$ cat src/sv/assert_macros.svh
// Assertion macros shared by the tokenizer RTL.
`ifndef ASSERT_MACROS_SVH
`define ASSERT_MACROS_SVH

// Property that holds at every clock edge out of reset.
`define CSVT_ASSERT(lbl, expr, msg) \
    lbl: assert property (@(posedge clk) disable iff (!rst_n) (expr)) else $error(msg);

// Same-cycle implication.
`define CSVT_ASSERT_IMPLY(lbl, ante, cons, msg) \
    lbl: assert property (@(posedge clk) disable iff (!rst_n) (ante) |-> (cons)) \
        else $error(msg);

// Next-cycle implication.
`define CSVT_ASSERT_NEXT(lbl, ante, cons, msg) \
    lbl: assert property (@(posedge clk) disable iff (!rst_n) (ante) |=> (cons)) \
        else $error(msg);

`endif

$ cat src/sv/csvt_pkg.sv
// Types and constants of the CSV field tokenizer.
`timescale 1ns / 1ps

package csvt_pkg;

    localparam int RES_MAX = 3;

    localparam logic [7:0] DELIM_RESET  = 8'h2C;
    localparam logic [7:0] QUOTE_RESET  = 8'h22;
    localparam logic [7:0] ESCAPE_RESET = 8'h5C;
    localparam logic [7:0] SPACE_BYTE   = 8'h20;
    localparam logic [7:0] ESC_N_BYTE   = 8'h6E;
    localparam logic [7:0] ESC_R_BYTE   = 8'h72;
    localparam logic [7:0] LF_BYTE      = 8'h0A;
    localparam logic [7:0] CR_BYTE      = 8'h0D;

    typedef logic [1:0] cfg_index_t;
    localparam cfg_index_t CFG_DELIMITER = 2'd0;
    localparam cfg_index_t CFG_QUOTE     = 2'd1;
    localparam cfg_index_t CFG_ESCAPE    = 2'd2;

    typedef enum logic [2:0] {
        MODE_OUTSIDE  = 3'd0,
        MODE_UNQUOTED = 3'd1,
        MODE_QUOTED   = 3'd2,
        MODE_ESCAPED  = 3'd3,
        MODE_QPENDING = 3'd4
    } mode_t;

    typedef enum logic [1:0] {
        KIND_DATA    = 2'd0,
        KIND_END     = 2'd1,
        KIND_DISCARD = 2'd2
    } kind_t;

    typedef struct packed {
        logic [7:0] delimiter_char;
        logic [7:0] quote_char;
        logic [7:0] escape_char;
    } cfg_t;

    typedef struct packed {
        kind_t      kind;
        logic [7:0] data_byte;
        logic       line_end;
    } result_t;

    typedef result_t [RES_MAX-1:0] res_set_t;
    typedef logic [1:0] res_cnt_t;

endpackage

$ cat src/sv/csvt_in_if.sv
// Byte input channel of the tokenizer.
`timescale 1ns / 1ps

interface csvt_in_if;
    logic       valid;
    logic       ready;
    logic [7:0] in_byte;
    logic       line_last;

    modport source (output valid, output in_byte, output line_last, input ready);
    modport sink   (input valid, input in_byte, input line_last, output ready);
endinterface

$ cat src/sv/csvt_out_if.sv
// Token output channel of the tokenizer.
`timescale 1ns / 1ps

interface csvt_out_if;
    logic              valid;
    logic              ready;
    csvt_pkg::kind_t   kind;
    logic [7:0]        data_byte;
    logic              line_end;
    logic              run_last;

    modport source (output valid, output kind, output data_byte, output line_end,
                    output run_last, input ready);
    modport sink   (input valid, input kind, input data_byte, input line_end,
                    input run_last, output ready);
endinterface

$ cat src/sv/csvt_cfg_if.sv
// Configuration write channel of the tokenizer.
`timescale 1ns / 1ps

interface csvt_cfg_if;
    logic                   valid;
    logic                   ready;
    csvt_pkg::cfg_index_t   index;
    logic [7:0]             data;

    modport source (output valid, output index, output data, input ready);
    modport sink   (input valid, input index, input data, output ready);
endinterface

$ cat src/sv/csvt_parse.sv
// Per-byte parse step: next mode and up to three results for one byte.
`timescale 1ns / 1ps

module csvt_parse (
    input  csvt_pkg::mode_t    mode,
    input  logic [7:0]         in_byte,
    input  logic               line_last,
    input  csvt_pkg::cfg_t     cfg,
    output csvt_pkg::mode_t    mode_next,
    output csvt_pkg::res_set_t res,
    output csvt_pkg::res_cnt_t res_cnt
);
    import csvt_pkg::*;

    mode_t    body_mode;
    res_cnt_t body_cnt;
    mode_t    out_mode;
    logic     out_hit;
    result_t  out_res;
    result_t  data_res;
    result_t  end_res;
    result_t  quote_res;

    assign data_res  = '{kind: KIND_DATA, data_byte: in_byte, line_end: 1'b0};
    assign end_res   = '{kind: KIND_END, data_byte: 8'h00, line_end: 1'b0};
    assign quote_res = '{kind: KIND_DATA, data_byte: cfg.quote_char, line_end: 1'b0};

    // outside a field
    always_comb
    begin
        out_mode = MODE_OUTSIDE;
        out_hit  = 1'b0;
        out_res  = end_res;
        if (in_byte == cfg.delimiter_char)
        begin
            out_hit = 1'b1;
        end
        else if (in_byte == cfg.quote_char)
        begin
            out_mode = MODE_QUOTED;
        end
        else if (in_byte != SPACE_BYTE)
        begin
            out_mode = MODE_UNQUOTED;
            out_hit  = 1'b1;
            out_res  = data_res;
        end
    end

    always_comb
    begin
        res       = '0;
        body_cnt  = 2'd0;
        body_mode = mode;
        unique case (mode)
            MODE_UNQUOTED:
            begin
                body_cnt = 2'd1;
                if (in_byte == cfg.delimiter_char)
                begin
                    res[0]    = end_res;
                    body_mode = MODE_OUTSIDE;
                end
                else
                begin
                    res[0] = data_res;
                end
            end
            MODE_QUOTED:
            begin
                if (in_byte == cfg.escape_char)
                begin
                    body_mode = MODE_ESCAPED;
                end
                else if (in_byte == cfg.quote_char)
                begin
                    body_mode = line_last ? MODE_OUTSIDE : MODE_QPENDING;
                end
                else
                begin
                    res[0]   = data_res;
                    body_cnt = 2'd1;
                end
            end
            MODE_ESCAPED:
            begin
                body_mode = MODE_QUOTED;
                body_cnt  = 2'd1;
                res[0]    = data_res;
                if (in_byte == cfg.escape_char)
                begin
                    res[0].data_byte = cfg.escape_char;
                end
                else if (in_byte == cfg.quote_char)
                begin
                    res[0].data_byte = cfg.quote_char;
                end
                else if (in_byte == ESC_N_BYTE)
                begin
                    res[0].data_byte = LF_BYTE;
                end
                else if (in_byte == ESC_R_BYTE)
                begin
                    res[0].data_byte = CR_BYTE;
                end
                else
                begin
                    body_cnt = 2'd0;
                end
            end
            MODE_QPENDING:
            begin
                if (in_byte == cfg.quote_char)
                begin
                    res[0]    = quote_res;
                    res[1]    = quote_res;
                    body_cnt  = 2'd2;
                    body_mode = MODE_QUOTED;
                end
                else
                begin
                    body_mode = out_mode;
                    res[0]    = out_res;
                    body_cnt  = {1'b0, out_hit};
                end
            end
            default:
            begin
                body_mode = out_mode;
                res[0]    = out_res;
                body_cnt  = {1'b0, out_hit};
            end
        endcase

        mode_next = body_mode;
        res_cnt   = body_cnt;
        if (line_last)
        begin
            res[body_cnt].line_end  = 1'b1;
            res[body_cnt].data_byte = 8'h00;
            if (body_mode == MODE_QUOTED || body_mode == MODE_ESCAPED ||
                body_mode == MODE_QPENDING)
            begin
                res[body_cnt].kind = KIND_DISCARD;
            end
            else
            begin
                res[body_cnt].kind = KIND_END;
            end
            res_cnt   = body_cnt + 2'd1;
            mode_next = MODE_OUTSIDE;
        end
    end

endmodule

$ cat src/sv/csv_field_tokenizer.sv
// Top level of the CSV field tokenizer with backslash escapes.
//
// Channels: byte_in takes one byte of a text line per transfer, with line_last
// set on the final byte of the line. token_out gives field data bytes, field
// ends and discard marks, run_last set on the last token caused by a byte.
// cfg writes delimiter_char (index 0), quote_char (1) and escape_char (2);
// it is always ready and should be used only while the block is idle.
// The first token of a byte comes from the token register, which one parse
// step loads from the input register once the token register is free.
// Throughput: one byte per cycle while each byte yields at most one token and
// the receiver is ready; a byte with more tokens holds the token register until all are taken.
// The input register keeps taking one byte while a token waits, so a stalled
// receiver halts input only once that register is full; nothing is lost.
// Reset: parse state returns to outside a field, both registers empty, the
// configuration registers take comma, double quote and backslash.
`timescale 1ns / 1ps

module csv_field_tokenizer (
    input  logic        clk,
    input  logic        rst_n,
    csvt_in_if.sink     byte_in,
    csvt_out_if.source  token_out,
    csvt_cfg_if.sink    cfg
);
    import csvt_pkg::*;

`include "assert_macros.svh"

    cfg_t     cfg_reg;
    mode_t    mode_reg;
    mode_t    mode_next;
    logic     in_valid_reg;
    logic     in_valid_next;
    logic [7:0] in_byte_reg;
    logic     in_last_reg;
    logic     bnd_valid_reg;
    logic     bnd_valid_next;
    res_set_t res_reg;
    res_cnt_t cnt_reg;
    res_cnt_t idx_reg;
    res_cnt_t idx_next;
    res_set_t parse_res;
    res_cnt_t parse_cnt;
    logic     in_xfer;
    logic     out_xfer;
    logic     at_last;
    logic     bnd_free;
    logic     load;

    assign cfg.ready = 1'b1;

    always_ff @(posedge clk or negedge rst_n)
    begin
        if (!rst_n)
        begin
            cfg_reg <= '{delimiter_char: DELIM_RESET, quote_char: QUOTE_RESET,
                         escape_char: ESCAPE_RESET};
        end
        else if (cfg.valid)
        begin
            unique case (cfg.index)
                CFG_DELIMITER: cfg_reg.delimiter_char <= cfg.data;
                CFG_QUOTE:     cfg_reg.quote_char     <= cfg.data;
                CFG_ESCAPE:    cfg_reg.escape_char    <= cfg.data;
                default:       cfg_reg                <= cfg_reg;
            endcase
        end
    end

    csvt_parse u_parse (
        .mode      (mode_reg),
        .in_byte   (in_byte_reg),
        .line_last (in_last_reg),
        .cfg       (cfg_reg),
        .mode_next (mode_next),
        .res       (parse_res),
        .res_cnt   (parse_cnt)
    );

    assign out_xfer      = token_out.valid && token_out.ready;
    assign at_last       = (idx_reg == cnt_reg - 2'd1);
    assign bnd_free      = !bnd_valid_reg || (token_out.ready && at_last);
    assign load          = in_valid_reg && bnd_free;
    assign byte_in.ready = !in_valid_reg || load;
    assign in_xfer       = byte_in.valid && byte_in.ready;
    assign in_valid_next = in_xfer || (in_valid_reg && !load);

    always_comb
    begin
        bnd_valid_next = bnd_valid_reg;
        idx_next       = idx_reg;
        if (load)
        begin
            bnd_valid_next = (parse_cnt != 2'd0);
            idx_next       = 2'd0;
        end
        else if (out_xfer)
        begin
            if (at_last)
            begin
                bnd_valid_next = 1'b0;
            end
            else
            begin
                idx_next = idx_reg + 2'd1;
            end
        end
    end

    always_ff @(posedge clk or negedge rst_n)
    begin
        if (!rst_n)
        begin
            in_valid_reg  <= 1'b0;
            bnd_valid_reg <= 1'b0;
            idx_reg       <= 2'd0;
            cnt_reg       <= 2'd0;
            mode_reg      <= MODE_OUTSIDE;
        end
        else
        begin
            in_valid_reg  <= in_valid_next;
            bnd_valid_reg <= bnd_valid_next;
            idx_reg       <= idx_next;
            if (load)
            begin
                mode_reg <= mode_next;
                cnt_reg  <= parse_cnt;
            end
        end
    end

    always_ff @(posedge clk)
    begin
        if (in_xfer)
        begin
            in_byte_reg <= byte_in.in_byte;
            in_last_reg <= byte_in.line_last;
        end
        if (load)
        begin
            res_reg <= parse_res;
        end
    end

    assign token_out.valid     = bnd_valid_reg;
    assign token_out.kind      = res_reg[idx_reg].kind;
    assign token_out.data_byte = res_reg[idx_reg].data_byte;
    assign token_out.line_end  = res_reg[idx_reg].line_end;
    assign token_out.run_last  = at_last;

    `CSVT_ASSERT_IMPLY(a_idx_in_range, bnd_valid_reg, idx_reg < cnt_reg, "token index past count")
    `CSVT_ASSERT_IMPLY(a_cnt_nonzero, bnd_valid_reg, cnt_reg != 2'd0, "empty token group held")
    `CSVT_ASSERT_NEXT(a_line_resets_mode, load && in_last_reg, mode_reg == MODE_OUTSIDE, "mode not reset at line end")
    `CSVT_ASSERT_IMPLY(a_line_end_closes, token_out.valid && token_out.line_end, token_out.run_last, "line end not last token of byte")
    `CSVT_ASSERT_NEXT(a_stall_holds_idx, bnd_valid_reg && !token_out.ready, $stable(idx_reg), "token index moved under stall")

endmodule
$ cat src/flat_wrapper.sv
// flat-port wrapper written by rule: the top's interface ports become plain ports
module csv_field_tokenizer_flat import csvt_pkg::*;
  (clk, rst_n, byte_in_valid, byte_in_in_byte, byte_in_line_last, byte_in_ready, token_out_valid, token_out_kind, token_out_data_byte, token_out_line_end, token_out_run_last, token_out_ready, cfg_valid, cfg_index, cfg_data, cfg_ready);
  csvt_in_if byte_in_i ();
  csvt_out_if token_out_i ();
  csvt_cfg_if cfg_i ();
  input  logic clk;
  input  logic rst_n;
  input wire logic [$bits(byte_in_i.valid)-1:0] byte_in_valid;
  input wire logic [$bits(byte_in_i.in_byte)-1:0] byte_in_in_byte;
  input wire logic [$bits(byte_in_i.line_last)-1:0] byte_in_line_last;
  output wire logic [$bits(byte_in_i.ready)-1:0] byte_in_ready;
  output wire logic [$bits(token_out_i.valid)-1:0] token_out_valid;
  output wire logic [$bits(token_out_i.kind)-1:0] token_out_kind;
  output wire logic [$bits(token_out_i.data_byte)-1:0] token_out_data_byte;
  output wire logic [$bits(token_out_i.line_end)-1:0] token_out_line_end;
  output wire logic [$bits(token_out_i.run_last)-1:0] token_out_run_last;
  input wire logic [$bits(token_out_i.ready)-1:0] token_out_ready;
  input wire logic [$bits(cfg_i.valid)-1:0] cfg_valid;
  input wire logic [$bits(cfg_i.index)-1:0] cfg_index;
  input wire logic [$bits(cfg_i.data)-1:0] cfg_data;
  output wire logic [$bits(cfg_i.ready)-1:0] cfg_ready;
  assign byte_in_i.valid = byte_in_valid;
  assign byte_in_i.in_byte = byte_in_in_byte;
  assign byte_in_i.line_last = byte_in_line_last;
  assign byte_in_ready = byte_in_i.ready;
  assign token_out_valid = token_out_i.valid;
  assign token_out_kind = token_out_i.kind;
  assign token_out_data_byte = token_out_i.data_byte;
  assign token_out_line_end = token_out_i.line_end;
  assign token_out_run_last = token_out_i.run_last;
  assign token_out_i.ready = token_out_ready;
  assign cfg_i.valid = cfg_valid;
  assign cfg_i.index = cfg_index;
  assign cfg_i.data = cfg_data;
  assign cfg_ready = cfg_i.ready;
  csv_field_tokenizer u_core (.clk(clk), .rst_n(rst_n), .byte_in(byte_in_i), .token_out(token_out_i), .cfg(cfg_i));
endmodule
$ cat config.mk
export PLATFORM = sky130hd
export DESIGN_NAME = csv_field_tokenizer_flat
export DESIGN_NICKNAME = d
export VERILOG_FILES = /design/src/sv/csvt_pkg.sv /design/src/sv/csvt_in_if.sv /design/src/sv/csvt_out_if.sv /design/src/sv/csvt_cfg_if.sv /design/src/sv/csvt_parse.sv /design/src/sv/csv_field_tokenizer.sv /design/src/flat_wrapper.sv
export VERILOG_INCLUDE_DIRS = /design/src /design/src/sv
export SDC_FILE = /design/constraint.sdc
export NUM_CORES = 1
export LEC_CHECK = 0
export ABC_AREA = 1
export BUFFER_PORTS_ARGS = -buffer_cell sky130_fd_sc_hd__buf_2
export CORE_ASPECT_RATIO = 1.25
export CORE_UTILIZATION = 55
export CTS_CLUSTER_DIAMETER = 100
export DETAILED_ROUTE_END_ITERATION = 10
export GPL_ROUTABILITY_DRIVEN = 0
export PLACE_DENSITY = 0.84
export SYNTH_ARGS = -nofsm -noshare
export SYNTH_HDL_FRONTEND = slang
export SYNTH_HIERARCHICAL = 1
export SYNTH_SLANG_ARGS = --single-unit
$ cat constraint.sdc
create_clock -name clk -period 2.2 [get_ports clk]
set_clock_uncertainty 0.15 [all_clocks]
set_input_delay 0.11 -clock clk [delete_from_list [all_inputs] [get_ports clk]]
set_output_delay 0.11 -clock clk [all_outputs]
set_load 0.01 [all_outputs]
==> impl_metrics.tcl, run 1 <==
set metrics [dict create \
    status "complete, but fails checks" \
    violations "DRC, setup timing" \
    busiest_layer "met2" \
    drc 8 \
    crit_required_ns 2.16 \
    fin_ws_ns -0.4337 \
    largest_reg_flops 33 \
    rsz0062_at_grt "yes" \
    drtIter0Drc 544 \
    ios 39 \
    wirelength_um 13190 \
    cp.arrival_ns 2.59 \
    post_synth_num_cell_types 36 \
    insertion_delay_ns 0.36 \
    ant_nets 0 \
    met2_usage_pct 52.28 \
    grt_pass1_wl_um 19660 \
    fin_crit_ns 2.634 \
    core-area_um2 8194 \
    switchingPower_mw 2.966 \
    cp-start-kind "register" \
    p_per_area_nw_per_um2 1137 \
    fp.dieW_um 83.89 \
    p_leak_nw 2.930 \
    power_frac_comb_pct 51.8 \
    clockBufferDepth 2 \
    clkSinkCount 75 \
    grt_max_degree 39 \
    rr_worst_depth 17 \
    dp_cells 760 \
    vias 4597 \
    syn_avg_cell_area_um2 7.881 \
    antenna_found_initial 0 \
    use_met3_pct 4.444 \
    root_buffer "clkbuf_8" \
    drv_cap 0 \
    dp_slack_ns -0.2646 \
    synth_top_cell_area_share_pct 27.35 \
    critical_path_class "reg -> reg" \
    yosysSeqAreaShare_pct 45.51 \
    cp_max_fo 6 \
    drive_gt1_share_pct 35.47 \
    r2r_setup_slack_ns -0.43 \
    gr-usage-met1_pct 31.30 \
    hold_viol 0 \
    p_clk_share_pct 13.9 \
    cts_buffers 9 \
    timing.hold.ws_ns 0.1965 \
    antenna_cells 0 \
    grt_pass1_vias 4373 \
    design_area_um2 6051 \
    dr.pass1.iters 10 \
    synthTopCellsByArea "edfxtp_1 27%, nand2_1 14%, dfrtp_1 13%" \
    core.rowCount 37 \
    cts_tree "yes" \
    utilization_pct 73.84 \
    r2r-start "u_core/in_byte_reg[7]" \
    dp_hpwl_um 7977 \
    wl_per_cell_um 16.22 \
    final_cells 813 \
    finalPower_mw 6.878 \
    fmax_ghz 0.3797 \
    synth_cells 585 \
    syn_area_um2 4611 \
    die_y_um 104.4 \
    setup_viol 28 \
    dieArea_um2 8755 \
    seqPwrFrac_pct 34.3 \
    synthArstFlopShare_pct 44.00 \
    timing.rr.end "u_core/res_reg[4]" \
    yosysWarnings 6 \
    p_int_mw 3.912 \
    grt_overflow_total 0 \
    synth_commonest_cells "176 x nand2_1, 57 x inv_1, 51 x nand3_1" \
    slew_violations 0 \
    synth-main-ff-cell "edfxtp_1" \
    nets 738 \
    nFillCells 538 \
    start_util_pct 56.27 \
    yosysTopAreaCell "edfxtp_1" \
    min-delay-path-class "in -> async" \
    netSwitchingFraction_pct 43.12 \
    synthToLayoutAreaGrowth_pct 31.23 \
    placed_cell_area_um2 5256 \
    peakVddDrop_uv 667.7 \
    htree_levels 3 \
    grt_usage_pct 28.53 \
    tns_ns -9.298 \
    synth_most_common_cell "nand2_1" \
    portBuffers 37 \
    clk_pin_slew_ns 0.08 \
    worst_slew_pin_slew_ns 0.7722 \
    crit_start "u_core/in_byte_reg[7]" \
    period_share_pct 119.7 \
    synth_edf_count 42 \
    relSlewSlack_pct 48.52 \
    crit_path_end_kind "register" \
    synth-seq-cells 75 \
    viasPerCell 5.654 \
]
-- kinds of logic (layout without fill, tap and decap cells) --
family                     count (synthesis)  in the layout  synth area share [%]
AOI/OAI and AO/OA                         67             67                 7.680
xor gates and xnor gates                  17             17                 3.229
adders and majority gates                  3              3                0.8142
buffers and inverters                    101            225                 11.02
DFF                                       75             75                 45.51
other                                      2              9                0.1629
and+or+nand+nor                          320            320                 31.59
-- repair_timing --
item                       4_1_cts  5_1_grt
pin swaps                       23       21
hold buffers                    20        0
buffers inserted                10        7
hold endpoints to repair        60        0
resized for setup               28       49
setup endpoints to repair       27       30
-- area by class of cell --
cell class | instances | area, um2 | area share [%]
multi-input combinational | 416 | 2335 | 38.59
sequential | 75 | 2098 | 34.68
timing repair buffer | 138 | 1037 | 17.14
inverter | 71 | 289.0 | 4.777
clock buffer | 11 | 141.4 | 2.337
tap | 97 | 121.4 | 2.006
clock inverter | 5 | 28.78 | 0.4756
-- critical path, stage by stage (launching register included) --
cell      delay, ns
edfxtp_1       0.51
buf_6          0.14
nand2_1        0.05
nand2_1        0.11
nand2_2        0.07
nor2_4         0.19
nand2_4        0.09
nand2_2        0.09
o21ai_1        0.08
inv_1          0.15
nand3_4        0.12
inv_4          0.09
ha_4           0.17
nand2_8        0.08
clkinv_8       0.10
a21oi_2        0.04
nand2_1        0.09
inv_1          0.06
-- routing by layer --
metal	wire length (um)	share of wire (%)	up-vias
li1	-	-	2109
met1	4753	36	2139
met2	6806	52	257
met3	808	6.1	92
met4	821	6.2	0
met5	0	0	-
-- layout by cell type (no fill, tap or decap), types with 10 or more instances in the layout --
cell	count
buf_2	37
o21ai_1	46
clkbuf_8	10
dfrtp_1	24
nand2_2	26
nor2_1	33
buf_4	74
inv_1	52
nand3_1	47
nor2_2	12
dlygate4sd3_1	20
nand2_1	156
inv_2	14
edfxtp_1	42
nand3_2	13
-- worst max path at each step --
stage	endpoint	slack (ns)	cells past startpoint
after floorplan	u_core/res_reg[9]	-0.02	17
after CTS	u_core/res_reg[9]	-0.21	16
after detailed placement	u_core/res_reg[9]	-0.26	14
after global routing	u_core/res_reg[10]	-0.53	16
final	u_core/res_reg[4]	-0.43	17
after global placement	u_core/res_reg[1]	-0.20	16
-- power by group through the flow --
stage | Combinational, mW | Clock [mW] | Sequential, mW
final | 3.56 | 0.957 | 2.36
after global placement | 2.80 | 0 | 2.35
after global routing | 3.84 | 1.03 | 2.41
after floorplan | 2.04 | 0 | 2.27
after CTS | 3.14 | 0.948 | 2.34
after detailed placement | 2.90 | 0 | 2.37
No activity file was read; power rests on OpenSTA's default activity.
==> run 2: changes to the inputs <==
Settings changed: PLACE_DENSITY 0.84 to 0.75.
==> run 2 against run 1 <==
Net effect: the run still ends with DRC, setup timing left; die area is the same; critical path type unchanged; cell area increased by 0.87%; routed wire length decreased by 10%; first-iteration DRC count decreased by 55%; maximum frequency is 5.9% higher; critical path depth down 3; global-route usage shrank 1.2 points; combinational power down 3%; clock power grew 3.0%; register-to-register slack better by 0.15 ns.
==> impl_metrics.tcl, run 2 (same netlist as run 1, synthesis figures left out) <==
set metrics [dict create \
    timing.rr.end "u_core/res_reg[9]" \
    nets 749 \
    rsz0062_at_grt "yes" \
    clkSinkCount 75 \
    p_leak_nw 2.980 \
    die_y_um 104.4 \
    utilization_pct 74.48 \
    dp_hpwl_um 8109 \
    grt_max_degree 39 \
    cp_max_fo 6 \
    core.rowCount 37 \
    cp-start-kind "register" \
    crit_path_end_kind "register" \
    drive_gt1_share_pct 35.49 \
    min-delay-path-class "in -> async" \
    grt_usage_pct 27.38 \
    synthToLayoutAreaGrowth_pct 32.37 \
    layout_commonest_cell "nand2_1" \
    cts_buffers 9 \
    ios 39 \
    layout_common_cells "155 x nand2_1, 84 x buf_4, 51 x inv_1" \
    portBuffers 37 \
    peakVddDrop_uv 642.1 \
    fin_crit_ns 2.487 \
    status "complete, but fails checks" \
    clk_pin_slew_ns 0.07 \
    setup_viol 28 \
    wl_per_cell_um 14.34 \
    critical_path_class "reg -> reg" \
    final_cells 824 \
    fp.dieW_um 83.89 \
    htree_levels 3 \
    antenna_found_initial 0 \
    dr.pass1.iters 9 \
    drv_cap 0 \
    tns_ns -4.387 \
    nFillCells 600 \
    slew_violations 0 \
    start_util_pct 56.27 \
    wirelength_um 11820 \
    crit_required_ns 2.15 \
    worst_slew_pin_slew_ns 0.7282 \
    drc 4 \
    timing.hold.ws_ns 0.1830 \
    insertion_delay_ns 0.35 \
    dp_cells 762 \
    hold_viol 0 \
    fin_ws_ns -0.2870 \
    drtIter0Drc 245 \
    largest_reg_flops 33 \
    vias 4392 \
    grt_overflow_total 0 \
    cts_tree "yes" \
    r2r_setup_slack_ns -0.29 \
    viasPerCell 5.330 \
    cp.arrival_ns 2.44 \
    grt_pass1_wl_um 18930 \
    violations "DRC, setup timing" \
    ant_nets 0 \
    antenna_cells 0 \
    register_area_um2 2098 \
    rr_worst_depth 14 \
    clockBufferDepth 2 \
    relSlewSlack_pct 51.45 \
    multi_input_area_um2 2317 \
    dieArea_um2 8755 \
    r2r-start "u_core/in_byte_reg[7]" \
    grt_pass1_vias 4309 \
    fmax_ghz 0.4021 \
    core-area_um2 8194 \
    p_per_area_nw_per_um2 1111 \
    period_share_pct 113.0 \
    root_buffer "clkbuf_8" \
]
-- run 2: changes by cell type in the layout (fill, tap and decap cells not counted), sizes merged --
cell and change:
bufinv +1, clkinv -4, inv +1, clkbuf +2, buf +11
-- run 2: stage by stage --
stage	total power, mW	setup slack, ns	instance area [um2]
global route	7.241	-0.3481	6103
detailed placement	5.277	-0.2796	5259
CTS	6.481	-0.1633	5856
finish	6.779	-0.2870	6103
global placement	5.168	-0.2099	5259
floorplan	4.311	-0.01827	4702
-- run 2: where the power goes --
group          internal [mW]  switching, mW
Combinational           1.43           2.02
Clock                  0.522          0.463
Sequential              2.07          0.278
-- run 2: critical path, stage by stage (launching register included) --
cell and delay (ns):
edfxtp_1 0.53, xnor2_1 0.24, nand2_1 0.12, nor2_4 0.13, nand2_4 0.10, buf_6 0.13
nand3_2 0.06, nand2_2 0.07, nand3_4 0.10, inv_4 0.05, ha_4 0.16, nand2_4 0.11
o21ai_2 0.06, a21oi_1 0.15, a21oi_1 0.07
-- run 2: worst max path at each step --
stage                                     start            endpoint  slack, ns  cells past startpoint
after floorplan           u_core/in_byte_reg[1]   u_core/res_reg[9]      -0.02                     17
after global placement    u_core/in_byte_reg[6]   u_core/res_reg[5]      -0.21                     14
after detailed placement  u_core/in_byte_reg[6]  u_core/res_reg[19]      -0.28                     12
after CTS                 u_core/in_byte_reg[6]   u_core/res_reg[9]      -0.16                     14
after global routing      u_core/in_byte_reg[5]   u_core/res_reg[9]      -0.35                     16
final                     u_core/in_byte_reg[7]   u_core/res_reg[9]      -0.29                     14
-- run 2: layer usage --
layer / global-route usage (%) / part of all wire, % / vias to the layer above
li1: - / - / 2140
met1: 28.56 / 38 / 2025
met2: 50.76 / 52 / 162
met3: 5.238 / 4.7 / 65
met4: 15.39 / 5.2 / 0
met5: 0 / 0 / -
-- run 2: area by class of cell --
cell class	count	share of cell area [%]
Inverter	71	4.613
Multi-Input combinational cell	416	37.97
Clock inverter	3	0.6560
Tap cell	97	1.989
Clock buffer	13	2.276
Timing Repair Buffer	149	18.12
Sequential cell	75	34.38
-- run 2: repair_timing --
action | CTS | global route
pin swaps | 29 | 23
buffers inserted | 16 | 10
endpoints found under the hold margin | 59 | 0
resized for setup | 29 | 45
setup endpoints to repair | 27 | 29
hold buffers | 20 | 0
==> run 3: changes to the inputs <==
Settings changed: TNS_END_PERCENT set to 20.
==> run 3 against run 2 <==
Net effect: the flow still finishes with violations (DRC, setup timing); setup slack gained 0.011 ns; sequential share of layout area rose by 1.1 points; global-route usage decreased by 0.94 points; worst hold slack better by 0.0048 ns; critical path depth is 1 lower; first-iteration DRC count increased by 38%; register-to-register slack hardly changed; largest power group unchanged.
==> impl_metrics.tcl, run 3 (same netlist as run 1, synthesis figures left out) <==
set metrics [dict create \
    die_y_um 104.4 \
    ant_nets 0 \
    dp_slack_ns -0.2612 \
    dr.pass1.iters 10 \
    p_per_area_nw_per_um2 1133 \
    core.rowCount 37 \
    fin_crit_ns 2.476 \
    antenna_found_initial 0 \
    cts_buffers 9 \
    r2r-start "u_core/in_byte_reg[7]" \
    largest_reg_flops 33 \
    fmax_ghz 0.4038 \
    nFillCells 595 \
    drv_cap 0 \
    wirelength_um 11080 \
    root_buffer "clkbuf_8" \
    cp_max_fo 6 \
    tns_ns -5.574 \
    slew_violations 0 \
    start_util_pct 56.27 \
    ios 39 \
    r2r_setup_slack_ns -0.28 \
    grt_pass1_wl_um 18400 \
    fin_ws_ns -0.2762 \
    insertion_delay_ns 0.36 \
    drtIter0Drc 339 \
    grt_overflow_total 0 \
    cts_tree "yes" \
    synthToLayoutAreaGrowth_pct 28.39 \
    clkSinkCount 75 \
    nets 736 \
    grt_usage_pct 26.44 \
    violations "DRC, setup timing" \
    crit_start "u_core/in_byte_reg[7]" \
    crit_path_end_kind "register" \
    dp_hpwl_um 7912 \
    rsz0062_at_grt "yes" \
    layout_commonest_cell "nand2_1" \
    worst_slew_pin_slew_ns 0.7318 \
    status "complete, but fails checks" \
    dp_cells 762 \
    min-delay-path-class "in -> async" \
    fp.dieW_um 83.89 \
    htree_levels 3 \
    rr_worst_depth 13 \
    dieArea_um2 8755 \
    placed_cell_area_um2 5256 \
    cp.arrival_ns 2.52 \
    core-area_um2 8194 \
    final_cells 811 \
    setup_viol 28 \
    clk_pin_slew_ns 0.08 \
    viasPerCell 5.228 \
    crit_required_ns 2.24 \
    peakVddDrop_uv 616.0 \
    hold_viol 0 \
    design_area_um2 5919 \
    period_share_pct 112.6 \
    vias 4240 \
    grt_pass1_vias 4186 \
    p_leak_nw 2.899 \
    portBuffers 37 \
    layout_common_cells "159 x nand2_1, 74 x buf_4, 53 x inv_1" \
    wl_per_cell_um 13.66 \
    drive_gt1_share_pct 31.51 \
    cp-start-kind "register" \
    timing.rr.end "u_core/res_reg[17]" \
    relSlewSlack_pct 51.22 \
    grt_max_degree 39 \
    drc 4 \
    antenna_cells 0 \
    clockBufferDepth 2 \
    critical_path_class "reg -> reg" \
]
[run 3: routing by layer]
layer  vias to the layer above  share of wire, %  global-route usage [%]
li1                       2111                 -                       -
met1                      1951                39                   27.82
met2                       129                52                   48.07
met3                        49               4.2                   5.794
met4                         0               4.8                   15.15
met5                         -                 0                       0
[run 3: critical path, cell delays in order (launching register included)]
cell and delay (ns):
edfxtp_1 0.53, xnor2_1 0.29, nand2_2 0.10, nor2_4 0.12, nand2_4 0.08, nand2_1 0.09, nand2_2 0.09, nand2_2 0.11
nand3_4 0.10, ha_1 0.22, nand2_2 0.10, buf_4 0.12, inv_1 0.04, nor3_1 0.16
[run 3: how the worst max path moves through the flow]
stage | slack [ns] | endpoint | cells past startpoint
finish | -0.28 | u_core/res_reg[17] | 13
global route | -0.36 | u_core/res_reg[9] | 14
CTS | -0.21 | u_core/res_reg[17] | 13
detailed placement | -0.26 | u_core/res_reg[4] | 15
floorplan | -0.02 | u_core/res_reg[9] | 17
global placement | -0.24 | u_core/res_reg[3] | 15
[run 3: power breakdown]
part,internal (mW),switching [mW],total [mW]
logic,1.29,1.88,3.18
clock network,0.700,0.487,1.19
registers,2.07,0.274,2.34
[run 3: what timing repair did]
action                                  CTS  global route
pin swaps                                27            12
hold endpoints to repair                 59             0
endpoints found under the setup margin   27            30
gates resized for setup                  19            21
setup buffers                            12             1
hold buffers                             20             0
[run 3: stage by stage]
stage                     utilization, %  power [mW]  hold slack, ns
after detailed placement           64.15       5.260         0.06304
after CTS                          71.23       6.590          0.2110
after global placement             64.15       5.173         0.04564
after global routing               72.24       7.166          0.2779
final                              72.24       6.709          0.1878
after floorplan                        -       4.310         -0.3356
[run 3: final cells by class]
cell class                 instances  area, um2  share of cell area [%]
inverter                          71      279.0                   4.714
tap                               97      121.4                   2.050
timing repair buffer             136      997.2                   16.85
clock buffer                      11      152.6                   2.579
multi-input combinational        416       2197                   37.12
clock inverter                     5      73.82                   1.247
sequential                        75       2098                   35.45
